### src/hdl/stm_pkg.sv
package stm_pkg;

    localparam int OPCODE_W   = 2;
    localparam int INDEX_W    = 10;
    localparam int VALUE_W    = 32;
    localparam int STATUS_W   = 2;
    localparam int COUNT_W    = 11;
    localparam int APB_ADDR_W = 3;
    localparam int APB_DATA_W = 32;

    localparam logic [COUNT_W-1:0] COUNT_RESET = 11'd1024;

    // word index of each configuration register
    localparam int REG_ELEMENT_COUNT = 0;

    typedef enum logic [OPCODE_W-1:0] {
        OP_WRITE = 2'd0,
        OP_BUILD = 2'd1,
        OP_QUERY = 2'd2
    } t_opcode;

    typedef enum logic [STATUS_W-1:0] {
        ST_ANSWER = 2'd0,
        ST_DONE   = 2'd1,
        ST_BAD    = 2'd2
    } t_status;

    typedef struct packed {
        logic    latch;
        logic    write_item;
        logic    build_init;
        logic    build_rd;
        logic    lvl_next;
        logic    set_ready;
        logic    q_issue;
        logic    load_out;
        t_status kind;
    } t_dp_cmd;

    typedef struct packed {
        logic [OPCODE_W-1:0] opcode;
        logic                query_bad;
        logic                lvl_ok;
        logic                last_pos;
    } t_dp_stat;

endpackage

### src/hdl/stm_ctrl.sv
module stm_ctrl import stm_pkg::*; (
    input  logic     i_clk,
    input  logic     i_rst_n,
    input  logic     i_in_valid,
    output logic     o_in_ready,
    output logic     o_out_valid,
    input  logic     i_out_ready,
    output t_dp_cmd  o_cmd,
    input  t_dp_stat i_stat
);

    typedef enum logic [2:0] {
        S_IDLE,
        S_DECODE,
        S_BLVL,
        S_BRD,
        S_BDRAIN,
        S_FINISH
    } t_state;

    t_state  r_state;
    logic    r_out_valid;
    t_status r_kind;

    assign o_in_ready  = (r_state == S_IDLE);
    assign o_out_valid = r_out_valid;

    always_comb begin
        o_cmd      = '0;
        o_cmd.kind = r_kind;
        case (r_state)
            S_IDLE: begin
                o_cmd.latch = i_in_valid;
            end
            S_DECODE: begin
                case (i_stat.opcode)
                    OP_WRITE: o_cmd.write_item = 1'b1;
                    OP_BUILD: o_cmd.build_init = 1'b1;
                    default:  o_cmd.q_issue    = !i_stat.query_bad;
                endcase
            end
            S_BLVL: begin
                o_cmd.set_ready = !i_stat.lvl_ok;
            end
            S_BRD: begin
                o_cmd.build_rd = 1'b1;
            end
            S_BDRAIN: begin
                o_cmd.lvl_next = 1'b1;
            end
            S_FINISH: begin
                // result register is free or being emptied this cycle
                o_cmd.load_out = !r_out_valid || i_out_ready;
            end
            default: ;
        endcase
    end

    always_ff @(posedge i_clk) begin
        if (!i_rst_n) begin
            r_state     <= S_IDLE;
            r_out_valid <= 1'b0;
            r_kind      <= ST_DONE;
        end else begin
            if (o_cmd.load_out) begin
                r_out_valid <= 1'b1;
            end else if (i_out_ready) begin
                r_out_valid <= 1'b0;
            end
            case (r_state)
                S_IDLE: begin
                    if (i_in_valid) begin
                        r_state <= S_DECODE;
                    end
                end
                S_DECODE: begin
                    case (i_stat.opcode)
                        OP_WRITE: begin
                            r_kind  <= ST_DONE;
                            r_state <= S_FINISH;
                        end
                        OP_BUILD: begin
                            r_state <= S_BLVL;
                        end
                        default: begin
                            r_kind  <= i_stat.query_bad ? ST_BAD : ST_ANSWER;
                            r_state <= S_FINISH;
                        end
                    endcase
                end
                S_BLVL: begin
                    if (i_stat.lvl_ok) begin
                        r_state <= S_BRD;
                    end else begin
                        r_kind  <= ST_DONE;
                        r_state <= S_FINISH;
                    end
                end
                S_BRD: begin
                    if (i_stat.last_pos) begin
                        r_state <= S_BDRAIN;
                    end
                end
                S_BDRAIN: begin
                    // lets the last write of the level land before the next level reads it
                    r_state <= S_BLVL;
                end
                S_FINISH: begin
                    if (o_cmd.load_out) begin
                        r_state <= S_IDLE;
                    end
                end
                default: begin
                    r_state <= S_IDLE;
                end
            endcase
        end
    end

endmodule

### config.mk
export PLATFORM = sky130hd
export DESIGN_NAME = stm_ctrl
export DESIGN_NICKNAME = d
export VERILOG_FILES = /design/src/hdl/stm_pkg.sv /design/src/hdl/stm_ctrl.sv
export SDC_FILE = /design/constraint.sdc
export NUM_CORES = 1
export LEC_CHECK = 0
export BUFFER_PORTS_ARGS = -buffer_cell sky130_fd_sc_hd__buf_2
export CAP_MARGIN = 20
export CORE_AREA = 3 3 40 42
export DETAILED_ROUTE_END_ITERATION = 8
export DIE_AREA = 0 0 43 45
export GPL_TIMING_DRIVEN = 0
export SYNTH_ARGS = -nofsm -noshare
export SYNTH_HDL_FRONTEND = slang
export SYNTH_SLANG_ARGS = --single-unit
### constraint.sdc
create_clock -name i_clk -period 1.26 [get_ports i_clk]
set_clock_uncertainty 0.2 [all_clocks]
set_input_delay 0.189 -clock i_clk [delete_from_list [all_inputs] [get_ports i_clk]]
set_output_delay 0.189 -clock i_clk [all_outputs]
set_load 0.01 [all_outputs]
### After elaboration in Yosys (flattened, before gate mapping)

Index checks and enable logic that the tools add are counted.
Widths: inputs -> output; s select.

* register bits after elaboration: 6
* latch bits: 0
* RAM bits: 0
* ROM bits: 0
* input bits: 9
* output and inout bits: 12
* word-level logic and storage cells: 47
* memories kept: 0

* add/subtract/negate cells: 0
* multiply operators: 0
* div/mod/pow operators: 0
* $lt $le $gt $ge: 0
* eq/ne operators: 11
* shift-type cells: 0
* mux-type cells: 22
* bitwise logic cells: 0
* reduce and logical (&&, ||, !) cells: 11

Operators with widths (count)
* $pmux 3 s6: 1
* $mux 3: 5
* $mux 1: 11
* $ne 2x2->1 const B: 5
* $pmux 2 s2: 2
* $eq 3x2->1 const B: 2
* $eq 3x3->1 const B: 2
* $mux 2: 3
* $reduce_and 3->1: 2
* $reduce_bool 2->1: 2
* $eq 3x1->1 const B: 1
* $logic_not 1->1: 3
* $logic_not 3->1: 1
* $eq 2x1->1 const B: 1
* $logic_not 2->1: 1
* $reduce_or 2->1: 1
* $logic_or 1x1->1: 1

### Logic depth before layout (Yosys ltp)

* word-level depth: 5
* mapped depth: 5
* mapped depth without buffers: 4

### Least setup slack after synthesis

Ideal clock, no wire load.

* path type: flip-flop to output port
* from: register r_state[0]
* to: output o_cmd[8] in the netlist's numbering
* data arrival time: 1.154 ns
* required time: 0.871 ns
* path slack: -0.283 ns
* stages on the path, launching flop included: 5
* buffers on the path: 1
* cell sequence: dfxtp_1 -> buf_6 -> inv_2 -> or3_4 -> nor3_1

RTL lines
* from (decl): RTL line stm_ctrl.sv:21 `t_state r_state;`
* from (signal assigned): RTL line stm_ctrl.sv:61 `r_state <= S_IDLE;`
* from (signal assigned): RTL line stm_ctrl.sv:73 `r_state <= S_DECODE;`
* from (signal assigned): RTL line stm_ctrl.sv:80 `r_state <= S_FINISH;`
* to (decl): RTL line stm_ctrl.sv:8 `output t_dp_cmd o_cmd,`

==> results by stage <==
Placed design:
- Input and output buffers added on the ports amount to 20.
- Prior to clock tree synthesis, the placed netlist has a worst setup slack of -369 ps.
- Detailed placement finished with a half-perimeter wire length of 777 µm.
- Once placement completed, the tool counted placed cells totaling 87.
- At the end of routability-driven placement, the weighted congestion stood at 0.733.

Setup path:
- The number of cells traversed by the worst register-to-register path is 6.
- The startpoint of the most critical register-to-register path is r_state[2].
- The cell with the largest stage delay on the worst path is sky130_fd_sc_hd__or3_4.
- The start point of the critical path is r_state[0].
- The worst register-to-register path has a setup slack of -260 ps.
- The critical path's largest stage delay is 390 ps.
- Data arrives at the worst endpoint at 1410 ps.
- The worst setup path endpoint is o_cmd[3].
- The worst flop-to-flop path endpoint is r_kind[1].
- The critical path runs through a total of 5 cells.
- The signal on the critical path passes through buf_6, inv_4, or3_4, nor3b_4, buf_2.
- The worst setup path is of the reg -> out kind.
- At the worst endpoint, the required time is 870 ps.
- STA classifies the critical path startpoint as a flip-flop.
- On the critical path the largest part of the delay comes from simple AND/OR/NAND/NOR gates.
- The biggest fanout along the worst timing path is 3.
- Counting both buffers and inverters, the worst setup path holds a total of 3.
- The kind of end point of the critical path is an output pin.

Floorplanning:
- The floorplan has 13 rows.
- Measured along the x axis, the die boundary spans 43 µm.
- The die height is 45 µm.
- For this design the top-level I/O count stands at 21.
- The initial utilization of the core area, before any placement, comes to 35.5%.
- The total core area is 1280 µm².
- The die footprint is 1940 µm².

Timing:
- The final clock period utilization by the worst path is 143%.
- The max-slew violation count is 0.
- The worst max-slew margin expressed relative to the limit is 83.4%.
- At the pin with the least slew margin, the transition time is 247 ps.
- After routing, the total negative slack on setup checks comes to -4720 ps.
- Once routing completed, OpenROAD measured the worst setup slack at -540 ps.
- Final hold analysis gives a worst-case slack of 35.6 ps.
- The maximum clock frequency is 556 MHz.
- The final number of hold-violating endpoints is 0.
- The total of endpoints with negative setup slack in the final report is 14.
- Setup repair after global routing could not meet its margin everywhere.
- The shortest clock period the worst path allows after layout is 1800 ps.

Synth:
- The net count after synthesis is 61.
- The count of unique library cells instantiated by Yosys is 29.
- The largest total area in the synthesized netlist belongs to sky130_fd_sc_hd__dfxtp_1.
- The fraction of the yosys area taken by sequential cells is 26.3%.
- The count of state elements after synthesis is 6.
- The warning count from the yosys run is 0.
- The share of synthesized area in the top cell type comes to 26.3%.
- Averaged over all synthesized cells, the footprint is 8.78 µm².
- After technology mapping, the gate count stands at 52.
- Ranked by total cell area, the synthesized netlist is headed by sky130_fd_sc_hd__dfxtp_1 26%, sky130_fd_sc_hd__buf_6 7.4%, sky130_fd_sc_hd__nand2b_1 5.5%.
- In this run the cell area of the synthesized design comes to 457 µm².

Clock network:
- The clock tree from TritonCTS is built.
- The number of buffers between clock root and the deepest sink is 2.
- For this design, the sink count on the clock tree is 6.
- At the later pin of the worst-skew pair, clock insertion delay measures 240 ps.
- CTS built an H-tree with a depth of 1.
- The root buffer cell chosen for the clock tree is sky130_fd_sc_hd__clkbuf_4.
- The count of hold-fix buffers inserted at cts is 0.
- Clock-pin slew was measured on the worst setup and hold paths at 50 ps.
- The TritonCTS buffer count is 3.

Status:
- The run finished, with violations left.
- The final reports fail on negative setup slack.

Cells and area:
- The area growth from synthesis to layout is 55.1%.
- The commonest non-fill, non-tap cell in the layout is sky130_fd_sc_hd__buf_2.
- The non-filler instance count after layout is 94.
- The sequential cells in the finished layout cover a total of 124 µm².
- The number of inserted filler cells in the final layout is 124.
- The area of combinational cells with multiple inputs is 373 µm².
- 0 antenna diodes ended up in the layout.
- The fraction of layout cells with a size suffix above 1 is 57.0%.
- The top cell types in the final layout, fill and taps aside, are 20 x sky130_fd_sc_hd__buf_2, 5 x sky130_fd_sc_hd__dfxtp_1, 4 x sky130_fd_sc_hd__nand2b_1, 4 x sky130_fd_sc_hd__nor2b_1, 4 x sky130_fd_sc_hd__buf_4.
- The number of nets in the layout is 90.

Min path:
- The worst hold path belongs to the class in -> reg.

Global route:
- The met1 usage in global routing is 15.3%.
- The via count of the first global-routing pass was 395.
- Entering global routing, the biggest net connects 11 pins.
- Global routing used 18.0% of the available met2 tracks.
- The remaining global-route overflow is 0.
- The met3 track demand over resource in global routing is 2.39%.
- The wire length of the first global-routing pass is 1.71 mm.
- The initial antenna violation count came to 0.
- The global routing stage identified its most utilized layer as met2.
- Global routing used 11.8% of the available tracks across all layers.

Route:
- In the final routed layout, each cell accounts on average for 11.7 µm.
- In the routed layout, each cell is associated on average with a via count of 5.00.
- The detail route stage leaves a number of antenna-violating nets equal to 0.
- The remaining design rule violation count is 0.
- The detailed-router iteration count before antenna repair is 4.
- The total wire length is 1.10 mm.
- For this block, the initial DRC count from the detailed router was 3.
- The via count is 470.

Power and ir drop:
- For this design the static power due to leakage is 0.327 nW.
- The largest voltage drop on the vdd net is 0.698 mV.
- The areal power density over the cells is 1050 nW/µm².

Flow run:
- Across the run, the number of max-cap violations was 0.
-- cell families (layout without fill, tap and decap cells) --
family	Yosys count	in the layout	synth area share, %
buffers and inverters	4	31	8.22
multiplexers	2	2	4.38
AO/OA/AOI/OAI	10	10	16.7
AND/OR/NAND/NOR	30	30	44.4
flip-flops	6	6	26.3
-- registers in the layout (all words and copies together), names as in the netlist --
signal / cells
r_kind: 2
r_state: 3
o_out_valid: 1
-- through the flow --
stage / power, W / area, µm² / util [%]
floorplan: 0.000414 / 469 / -
global placement: 0.000492 / 588 / 45.8
detailed placement: 0.000492 / 588 / 45.8
CTS: 0.000729 / 686 / 53.4
global route: 0.000788 / 708 / 55.1
finish: 0.000741 / 708 / 55.1
-- tightest hold or removal path: stages --
cell and delay, ps:
sky130_fd_sc_hd__buf_2 120, sky130_fd_sc_hd__nand2_1 50, sky130_fd_sc_hd__mux2i_1 60
-- per-layer routing --
metal | vias to the layer above | routed length [µm]
li1 | 245 | -
met1 | 209 | 511
met2 | 14 | 504
met3 | 2 | 66
met4 | 0 | 16
met5 | - | 0
-- worst min path at each step --
stage	slack [ps]	startpoint	cells after the start	end
floorplan	110	i_rst_n	1	r_state[2]
global placement	250	r_kind[1]	2	r_kind[1]
detailed placement	260	r_kind[1]	2	r_kind[1]
CTS	40	i_stat[2]	3	r_kind[1]
global route	50	i_rst_n	2	r_state[2]
finish	40	i_stat[2]	3	r_kind[1]
-- power breakdown --
| part | internal (W) | total [W] | switching [W] |
|---|---|---|---|
| Sequential | 0.000213 | 0.000226 | 0.0000133 |
| Combinational | 0.000170 | 0.000338 | 0.000169 |
| Clock | 0.000108 | 0.000176 | 0.0000686 |
-- layout make-up --
cell class	count	share of cell area, %
Buffer	3	4.77
Clock buffer	3	3.18
Inverter	1	0.883
Multi-Input combinational cell	42	52.7
Sequential cell	6	17.5
Tap cell	15	2.65
Timing Repair Buffer	24	18.4
-- synthesized netlist by cell type --
cell                       instances
sky130_fd_sc_hd__dfxtp_1           6
sky130_fd_sc_hd__nor2_1            5
sky130_fd_sc_hd__nand2b_1          4
sky130_fd_sc_hd__nor2b_1           4
sky130_fd_sc_hd__buf_6             3
sky130_fd_sc_hd__nand2_1           3
sky130_fd_sc_hd__nor3_1            3
sky130_fd_sc_hd__a22oi_1           2
sky130_fd_sc_hd__mux2i_1           2
sky130_fd_sc_hd__a21boi_1          1
sky130_fd_sc_hd__a21oi_1           1
sky130_fd_sc_hd__and2_1            1
sky130_fd_sc_hd__and4bb_1          1
sky130_fd_sc_hd__inv_2             1
sky130_fd_sc_hd__nand3_1           1
sky130_fd_sc_hd__nand3b_1          1
sky130_fd_sc_hd__nand3b_2          1
sky130_fd_sc_hd__nor2_2            1
sky130_fd_sc_hd__nor3b_1           1
sky130_fd_sc_hd__nor3b_2           1
sky130_fd_sc_hd__nor4_2            1
sky130_fd_sc_hd__nor4b_2           1
sky130_fd_sc_hd__o211ai_1          1
sky130_fd_sc_hd__o21a_1            1
sky130_fd_sc_hd__o21ai_0           1
sky130_fd_sc_hd__o221a_1           1
sky130_fd_sc_hd__o31a_1            1
sky130_fd_sc_hd__o41ai_1           1
sky130_fd_sc_hd__or3_4             1
-- what timing repair did --
item                                    4_1_cts  5_1_grt
pin swaps                                     5        2
endpoints found under the setup margin       13       14
resized for setup                             8        6
endpoints found under the hold margin         0        0
buffers inserted                              4        1
No activity file was read; power rests on OpenSTA's default activity.
